--- src/hdl/oeaf_pkg.sv ---
// Package: widths, constants, controller codes and command/status types for the one euro filter.
`default_nettype none
package oeaf_pkg;
	localparam int SampleW  = 16;
	localparam int IntervalW = 16;
	localparam int CfgW     = 16;
	localparam int CfgIdxW  = 2;

	typedef enum logic [CfgIdxW-1:0] {
		REG_MIN_CUTOFF  = 2'd0,
		REG_SPEED_GAIN  = 2'd1,
		REG_RATE_CUTOFF = 2'd2
	} cfg_reg_t;

	localparam logic [CfgW-1:0] MIN_CUTOFF_RST  = 16'd1000;
	localparam logic [CfgW-1:0] SPEED_GAIN_RST  = 16'd205;
	localparam logic [CfgW-1:0] RATE_CUTOFF_RST = 16'd1200;

	localparam logic [19:0] RATE_SCALE  = 20'd1000000;
	localparam logic [18:0] TWO_PI_Q16  = 19'd411775;
	localparam logic [46:0] DEN_Q16     = 47'd65536000000000;
	localparam logic [47:0] FCUS_CAP    = 48'd17592186044416;
	localparam logic [30:0] RATE_MAX    = 31'h7FFF_FFFF;
	localparam logic [9:0]  GAIN_SCALE  = 10'd1000;
	localparam logic [15:0] ALPHA_MIN   = 16'd1966;
	localparam logic [15:0] ALPHA_MAX   = 16'd62259;
	localparam logic [5:0]  MAG_STEPS   = 6'd36;
	localparam logic [5:0]  W_STEPS     = 6'd16;

	typedef enum logic [4:0] {
		OP_NONE,
		OP_LOAD,
		OP_CLEAR,
		OP_PASS,
		OP_RATE_NUM,
		OP_DIV_STEP,
		OP_RAW,
		OP_P,
		OP_NORM,
		OP_WDIV_LOAD,
		OP_BLEND_RATE,
		OP_RATE_UPD,
		OP_GAIN,
		OP_GAIN_K,
		OP_FC,
		OP_FCUS_EST,
		OP_BLEND_EST,
		OP_EST_UPD
	} op_t;

	typedef enum logic [3:0] {
		S_IDLE,
		S_DECIDE,
		S_MAGDIV,
		S_RAW,
		S_P,
		S_NORM,
		S_WDIV,
		S_BLEND_RATE,
		S_RATE_UPD,
		S_GAIN,
		S_GAIN_K,
		S_FC,
		S_FCUS,
		S_BLEND_EST,
		S_EST_UPD
	} state_t;

	typedef struct packed {
		op_t op;
	} cmd_t;

	typedef struct packed {
		logic kind;
		logic us_zero;
		logic primed;
		logic div_last;
		logic div_busy;
		logic p_big;
	} stat_t;
endpackage
`default_nettype wire

--- src/hdl/oeaf_ctrl.sv ---
// Controller: sequences the datapath operations for one item and owns the output valid.
`default_nettype none
module oeaf_ctrl import oeaf_pkg::*; (
	input  wire logic  clk,
	input  wire logic  arst_n,
	input  wire logic  in_valid,
	output logic       in_ready,
	output logic       out_valid,
	input  wire logic  out_ready,
	input  wire stat_t stat,
	output cmd_t       cmd
);
	state_t state_q, state_nx;
	logic   phase_q;
	logic   out_valid_q;
	logic   set_out;
	logic   out_free;

	assign out_free  = !out_valid_q || out_ready;
	assign out_valid = out_valid_q;

	always_ff @(posedge clk or negedge arst_n) begin
		if (!arst_n) begin
			state_q     <= S_IDLE;
			phase_q     <= 1'b0;
			out_valid_q <= 1'b0;
		end else begin
			state_q <= state_nx;
			if (state_q == S_DECIDE)
				phase_q <= 1'b0;
			else if (state_q == S_FCUS)
				phase_q <= 1'b1;
			if (set_out)
				out_valid_q <= 1'b1;
			else if (out_ready)
				out_valid_q <= 1'b0;
		end
	end

	always_comb begin
		state_nx = state_q;
		cmd.op   = OP_NONE;
		set_out  = 1'b0;
		in_ready = 1'b0;
		case (state_q)
			S_IDLE: begin
				in_ready = 1'b1;
				if (in_valid) begin
					cmd.op   = OP_LOAD;
					state_nx = S_DECIDE;
				end
			end
			S_DECIDE: begin
				if (stat.kind) begin
					cmd.op   = OP_CLEAR;
					state_nx = S_IDLE;
				end else if (stat.us_zero || !stat.primed) begin
					if (out_free) begin
						cmd.op   = OP_PASS;
						set_out  = 1'b1;
						state_nx = S_IDLE;
					end
				end else begin
					cmd.op   = OP_RATE_NUM;
					state_nx = S_MAGDIV;
				end
			end
			S_MAGDIV: begin
				cmd.op = OP_DIV_STEP;
				if (stat.div_last)
					state_nx = S_RAW;
			end
			S_RAW: begin
				cmd.op   = OP_RAW;
				state_nx = S_P;
			end
			S_P: begin
				cmd.op   = OP_P;
				state_nx = S_NORM;
			end
			S_NORM: begin
				if (stat.p_big) begin
					cmd.op = OP_NORM;
				end else begin
					cmd.op   = OP_WDIV_LOAD;
					state_nx = S_WDIV;
				end
			end
			S_WDIV: begin
				cmd.op = OP_DIV_STEP;
				if (stat.div_last)
					state_nx = phase_q ? S_BLEND_EST : S_BLEND_RATE;
			end
			S_BLEND_RATE: begin
				cmd.op   = OP_BLEND_RATE;
				state_nx = S_RATE_UPD;
			end
			S_RATE_UPD: begin
				cmd.op   = OP_RATE_UPD;
				state_nx = S_GAIN;
			end
			S_GAIN: begin
				cmd.op   = OP_GAIN;
				state_nx = S_GAIN_K;
			end
			S_GAIN_K: begin
				cmd.op   = OP_GAIN_K;
				state_nx = S_FC;
			end
			S_FC: begin
				cmd.op   = OP_FC;
				state_nx = S_FCUS;
			end
			S_FCUS: begin
				cmd.op   = OP_FCUS_EST;
				state_nx = S_P;
			end
			S_BLEND_EST: begin
				cmd.op   = OP_BLEND_EST;
				state_nx = S_EST_UPD;
			end
			S_EST_UPD: begin
				if (out_free) begin
					cmd.op   = OP_EST_UPD;
					set_out  = 1'b1;
					state_nx = S_IDLE;
				end
			end
			default: state_nx = S_IDLE;
		endcase
	end
endmodule
`default_nettype wire

--- config.mk ---
export PLATFORM = sky130hd
export DESIGN_NAME = oeaf_ctrl
export DESIGN_NICKNAME = d
export VERILOG_FILES = /design/src/hdl/oeaf_pkg.sv /design/src/hdl/oeaf_ctrl.sv
export SDC_FILE = /design/constraint.sdc
export NUM_CORES = 1
export LEC_CHECK = 0
export BUFFER_PORTS_ARGS = -buffer_cell sky130_fd_sc_hd__buf_2
export CORE_AREA = 2 2 39 41
export DETAILED_ROUTE_END_ITERATION = 16
export DIE_AREA = 0 0 41 43
export PLACE_DENSITY = 0.68
export SETUP_SLACK_MARGIN = 0.15
export SYNTH_ARGS = -nofsm -noshare
export SYNTH_HDL_FRONTEND = slang
export SYNTH_SLANG_ARGS = --single-unit
export TNS_END_PERCENT = 20
--- constraint.sdc ---
create_clock -name clk -period 1.5 [get_ports clk]
set_input_delay 0.15 -clock clk [delete_from_list [all_inputs] [get_ports clk]]
set_output_delay 0.15 -clock clk [all_outputs]
set_load 0.02 [all_outputs]
==> results of run 1 <==
==> registers in the layout, indices dropped and copies added, names as in the netlist <==
register	cells
phase_q	1
out_valid	1
state_q	4
==> area by class of cell <==
cell class	instances	area [um2]
flip-flops and latches	6	153
fillers	122	514
well taps	16	20.0
inverters	3	11.3
multi-input cells	62	414
clock buffers	3	22.5
repair buffers	34	249
==> kinds of logic after synthesis <==
group                  share of synthesized area
and+or+nand+nor                            0.350
AOI/OAI and AO/OA                          0.304
buffers and inverters                     0.0848
DFF                                        0.261
==> repair_timing <==
action                                  in CTS  in global routing
pin swaps                                    1                  1
buffers inserted                             2                  3
endpoints found under the setup margin       9                  9
hold buffers                                 1                  0
resized for setup                           10                  4
endpoints found under the hold margin        6                  0
==> worst max-delay path: stages (launching register included) <==
cell and delay (ps):
dfrtp_1 410, nand2b_4 160, or4_4 490, nand3_2 90, buf_6 110
==> placed cells by master, fill, tap and decap left out, types with 2 or more instances in the layout <==
cell,instances
buf_4,16
buf_2,13
o21ai_0,9
nand2_1,7
nand2b_1,5
nor2_1,5
a21oi_1,5
dfrtp_1,4
nor2b_1,3
o21ai_1,3
clkbuf_4,3
buf_6,3
nor2b_2,2
inv_1,2
and3_1,2
dfrtp_2,2
==> how the worst max path moves through the flow <==
stage                            from                endpoint  depth (start not counted)
2_1_floorplan  state_q[1]$_DFFE_PN0P_  state_q[1]$_DFFE_PN0P_                          4
3_3_place_gp   state_q[0]$_DFFE_PN0P_  state_q[0]$_DFFE_PN0P_                          5
3_5_place_dp   state_q[0]$_DFFE_PN0P_                  cmd[2]                          5
4_1_cts        state_q[1]$_DFFE_PN0P_                  cmd[2]                          4
5_1_grt        state_q[1]$_DFFE_PN0P_                  cmd[2]                          4
6_report       state_q[1]$_DFFE_PN0P_                  cmd[2]                          4
==> cells in the mapped netlist, types with 2 or more instances <==
library cell | n | area (um2)
inv_1 | 3 | 11.3
dfrtp_1 | 6 | 150
nor3_1 | 2 | 10.0
clkbuf_1 | 3 | 11.3
nor2b_1 | 5 | 31.3
nor2_1 | 6 | 22.5
a21oi_1 | 5 | 25.0
nand2_1 | 7 | 26.3
o21ai_0 | 11 | 55.1
nand2b_1 | 5 | 31.3
and3_1 | 2 | 12.5
buf_2 | 3 | 15.0
nand3_1 | 2 | 10.0
==> stage by stage <==
stage / total power, uW / worst slack, ps / hold WS (ps) / setup TNS [ps] / area (um2)
floorplan: 1160 / 109 / -146 / 0 / 597
global placement: 1530 / 73.0 / -28.5 / 0 / 763
detailed placement: 1560 / 43.6 / -16.6 / 0 / 763
CTS: 1820 / -144 / 216 / -326 / 832
global route: 2050 / -184 / 225 / -676 / 870
finish: 1910 / -141 / 221 / -292 / 870
==> report_power, final <==
| part | internal (uW) | switching, uW | leakage, uW |
|---|---|---|---|
| Sequential | 238 | 91.1 | 0.0000736 |
| Clock | 90.3 | 55.0 | 0.0000138 |
| Combinational | 689 | 749 | 0.000314 |
==> layer usage <==
| layer | vias to the layer above | share of wire | GRT usage |
|---|---|---|---|
| met5 | - | 0 | 0 |
| met4 | 0 | 0.020 | 0.0800 |
| met3 | 4 | 0.037 | 0.0419 |
| met2 | 18 | 0.55 | 0.394 |
| met1 | 325 | 0.40 | 0.277 |
| li1 | 345 | - | - |
==> metrics, run 1 <==
ys flop type dfrtp_1; root buffer cell clkbuf_4; Distinct cells, synth 31; number of max-cap violations 0; post-synthesis cell area 576 um2; fmax 0.609 GHz; Layout area overhead 51.1%; initial core utilization 0.416; CTS sink count 6; Final setup viols 4; Pwr Density 2200 nW/um2; Worst R2R Path Depth 6; kind of start point of the critical path register; hold wc startpoint stat[2]; die area 1760 um2; reg2reg start state_q[1]$_DFFE_PN0P_; Syn. warnings 0; Post-synth ARST share 1.00; hold path depth 3; DRT Pass-1 Iters 4; Synthesized Nets 88; port bufs 15; clock skew 7.57 ps; Register-to-Register Setup Slack 20 ps; H-Tree Depth 1; ant diodes 0; required time of the critical path 1350 ps; Final WS setup -141 ps; fin cells 124; WL per Instance 14.5 um; failing checks negative setup slack; largest net degree at the start of global routing 11; cell count after synthesis 78; CP Max Fanout 4; I/O Pins 17; CTS tree yes; drt initial violations 13; Residual DRC 0; Worst Hold Path EP state_q[1]$_DFFE_PN0P_; syn avg cell area 7.38 um2; clk_lat worst skew 240 ps; Static Leak 0.000401 uW; CP Class reg -> out; number of global-route vias before repair 664; maximum VDD drop 1.08 mV; synthesized flop and latch total 6; grt total ovfl 0; fin nets 120; Die Y 43 um; status finished with violations; GRT Overall Usage 0.233; detailed-route via count 692; Pins Over Slew Limit 0; # rows 14; RSZ-0062 raised after global routing true; hpwl dp 1350 um; antenna violations before repair 0; layout cell share with drive strength beyond 1 0.472; gp weighted congestion 0.869; worst hold path class in -> reg; R2R Path End state_q[1]$_DFFE_PN0P_; Post-synth EDFFs 0; Core Region 1380 um2; ANT nets after route 0; vias per cell 5.58; Seq/Total Area, Yosys 0.261; slew of the pin with the lowest slew margin 308 ps; crit path time final 1640 ps; first-pass GRT wire length 2800 um; Max Root-Sink Buffers 2; Tcrit/Tclk final 1.09; clk slew on worst S/H paths 50 ps; Num CTS Buffers 3; Arrival @ worst endpoint 1490 ps; Final Hold Viols 0; Routed WL 1800 um; dpl cells 115; Max-slew headroom 0.794; width of the die 41 um; Core Util, Final 0.628; critical path endpoint category output port
No activity file was read; power rests on OpenSTA's default activity.
==> inputs of run 2 (changes only) <==
--- a/config.mk
+++ b/config.mk
@@ -12,3 +12,2 @@
 export PLACE_DENSITY = 0.68
-export SETUP_SLACK_MARGIN = 0.15
 export SYNTH_ARGS = -nofsm -noshare
--- a/constraint.sdc
+++ b/constraint.sdc
@@ -3,2 +3,2 @@
 set_output_delay 0.15 -clock clk [all_outputs]
-set_load 0.02 [all_outputs]
+set_load 0.05 [all_outputs]
==> run 2 against run 1 <==
Compared with the run above: wire length is 6.5% lower; via count is 1.4% lower; largest cell class unchanged; sequential cell count stayed put; total power is 12% higher; non-clock buffer count is 6 lower; the flow still finishes with violations (negative setup slack); die area stayed put; global-route usage is 0.24 points higher; clock skew hardly changed; fmax is 2.9% lower.
==> metrics, run 2 (same netlist as run 1, synthesis figures left out) <==
gp weighted congestion 0.838 (-3.5%); dpl cells 114 (-0.87%); Register-to-Register Setup Slack 20 ps (about the same); fmax 0.592 GHz (-2.9%); Top Family by Delay on Critical Path simple AND/OR/NAND/NOR gates; fillers 135 (+11%); Setup TNS Final -572 ps (-281 ps); number of max-cap violations 0 (unchanged); crit-path cells nand2b_4 > or4_4 > nand3_2 > buf_8; antenna violations before repair 0 (unchanged); detailed-route via count 682 (-1.4%); Max-slew headroom 0.810 (+0.0155); kind of start point of the critical path register; initial core utilization 0.416 (unchanged); CTS sink count 6 (unchanged); fin cells 118 (-4.8%); ANT nets after route 0 (unchanged); Max Root-Sink Buffers 2 (unchanged); CP Class reg -> out; hold_ws 221 ps (-0.282 ps); DRT Pass-1 Iters 4 (unchanged); drt initial violations 30 (+17); Largest Register state_q; Core Region 1380 um2 (unchanged); CP bufs+invs 1 (unchanged); Arrival @ worst endpoint 1540 ps (+50 ps); critical path depth 4 (unchanged); port bufs 15 (unchanged); Final WS setup -190 ps (-49.1 ps); crit path time final 1690 ps (+49.1 ps); reg2reg start state_q[0]$_DFFE_PN0P_; I/O Pins 17 (unchanged); setup bufs post-CTS 0 (-2); number of global-route vias before repair 626 (-5.7%); hpwl dp 1220 um (-9.8%); worst hold path class in -> reg; # rows 14 (unchanged); R2R Path End state_q[1]$_DFFE_PN0P_; root buffer cell clkbuf_4; Pwr Density 2590 nW/um2 (+18%); H-Tree Depth 1 (unchanged); clock skew 7.50 ps (-0.0715 ps); Pins Over Slew Limit 0 (unchanged); Routed WL 1680 um (-6.5%); Multi-input gate area 414 um2 (unchanged); Residual DRC 0 (unchanged); ant diodes 0 (unchanged); layout cell share with drive strength beyond 1 0.441 (-0.0310); width of the die 41 um (unchanged); Die Y 43 um (unchanged); CTS tree yes; clk slew on worst S/H paths 50 ps (about the same); CP Max Fanout 4 (unchanged); hold wc startpoint stat[2]; hold path depth 3 (unchanged); most common cell after layout, fill and taps aside buf_4; Final Hold Viols 0 (unchanged); largest net degree at the start of global routing 19 (+8); status finished with violations; max reg flops 4 (unchanged); critical path endpoint category output port; WL per Instance 14.2 um (-1.8%); required time of the critical path 1350 ps (about the same); Worst R2R Path Depth 5 (-1); Core Util, Final 0.599 (-0.0289); Worst Hold Path EP state_q[1]$_DFFE_PN0P_; Layout area overhead 44.1%; die area 1760 um2 (unchanged); GRT Overall Usage 0.235 (+0.00238); Max stage delay on crit path 480 ps (about the same); fin nets 114 (-5.0%); register area 153 um2 (unchanged); failing checks negative setup slack; vias per cell 5.78 (+3.6%); maximum VDD drop 1.59 mV (+48%); first-pass GRT wire length 2770 um (-1.2%); clk_lat worst skew 250 ps (about the same); grt total ovfl 0 (unchanged); Tcrit/Tclk final 1.13 (+0.0327); CP max stage cell or4_4; most frequent cells in the layout 14 x buf_4, 9 x o21ai_0, 9 x buf_2; slew of the pin with the lowest slew margin 285 ps (-22.5 ps); RSZ-0062 raised after global routing true; Final setup viols 6 (+2); Num CTS Buffers 3 (unchanged); Static Leak 0.000369 uW (-8.1%)
run 2: cell count changes in the layout (fill, tap and decap cells not counted), sizes merged:
cell	before	now
buf	33	27
run 2: metal layers:
layer	GRT usage	up-vias	part of all wire
li1	-	334	-
met1	0.329	315	0.44
met2	0.328	31	0.49
met3	0.0314	2	0.066
met4	0.140	0	0.0048
met5	0	-	0
run 2: worst max path at each step:
stage | start | to | slack, ps
2_1_floorplan | state_q[2]$_DFFE_PN0P_ | state_q[1]$_DFFE_PN0P_ | -140
3_3_place_gp | state_q[1]$_DFFE_PN0P_ | cmd[2] | -3
3_5_place_dp | state_q[1]$_DFFE_PN0P_ | cmd[2] | -10
4_1_cts | state_q[1]$_DFFE_PN0P_ | cmd[2] | -210
5_1_grt | state_q[1]$_DFFE_PN0P_ | cmd[2] | -250
6_report | state_q[1]$_DFFE_PN0P_ | cmd[2] | -190
run 2: worst register-to-register path, cell delays in order, from the launching register on:
cell	delay [ps]
dfrtp_2	440
nor2b_2	200
buf_4	140
a222oi_1	320
and3_1	220
o21ai_2	50
run 2: cell type report:
type | instances | area share
Multi-Input combinational cell | 62 | 0.499
Clock buffer | 3 | 0.0271
Timing Repair Buffer | 28 | 0.252
Tap cell | 16 | 0.0241
Inverter | 3 | 0.0136
Sequential cell | 6 | 0.184
run 2: timing repair:
item / CTS / global route
resized for setup: 17 / 2
hold buffers: 1 / 0
setup endpoints to repair: 7 / 7
pin swaps: 3 / 0
endpoints found under the hold margin: 6 / 0
run 2: stage by stage:
step | power, uW | instance area [um2] | worst slack (ps)
2_1_floorplan | 1430 | 599 | -142
3_3_place_gp | 1780 | 744 | -3.04
3_5_place_dp | 1800 | 744 | -11.8
4_1_cts | 2130 | 826 | -213
5_1_grt | 2300 | 830 | -246
6_report | 2150 | 830 | -190
run 2: where the power goes:
part	switching, uW	leakage [uW]	internal, uW
registers	102	0.0000736	238
clock network	57.8	0.0000138	90.4
logic	966	0.000281	691
total	1130	0.000369	1020
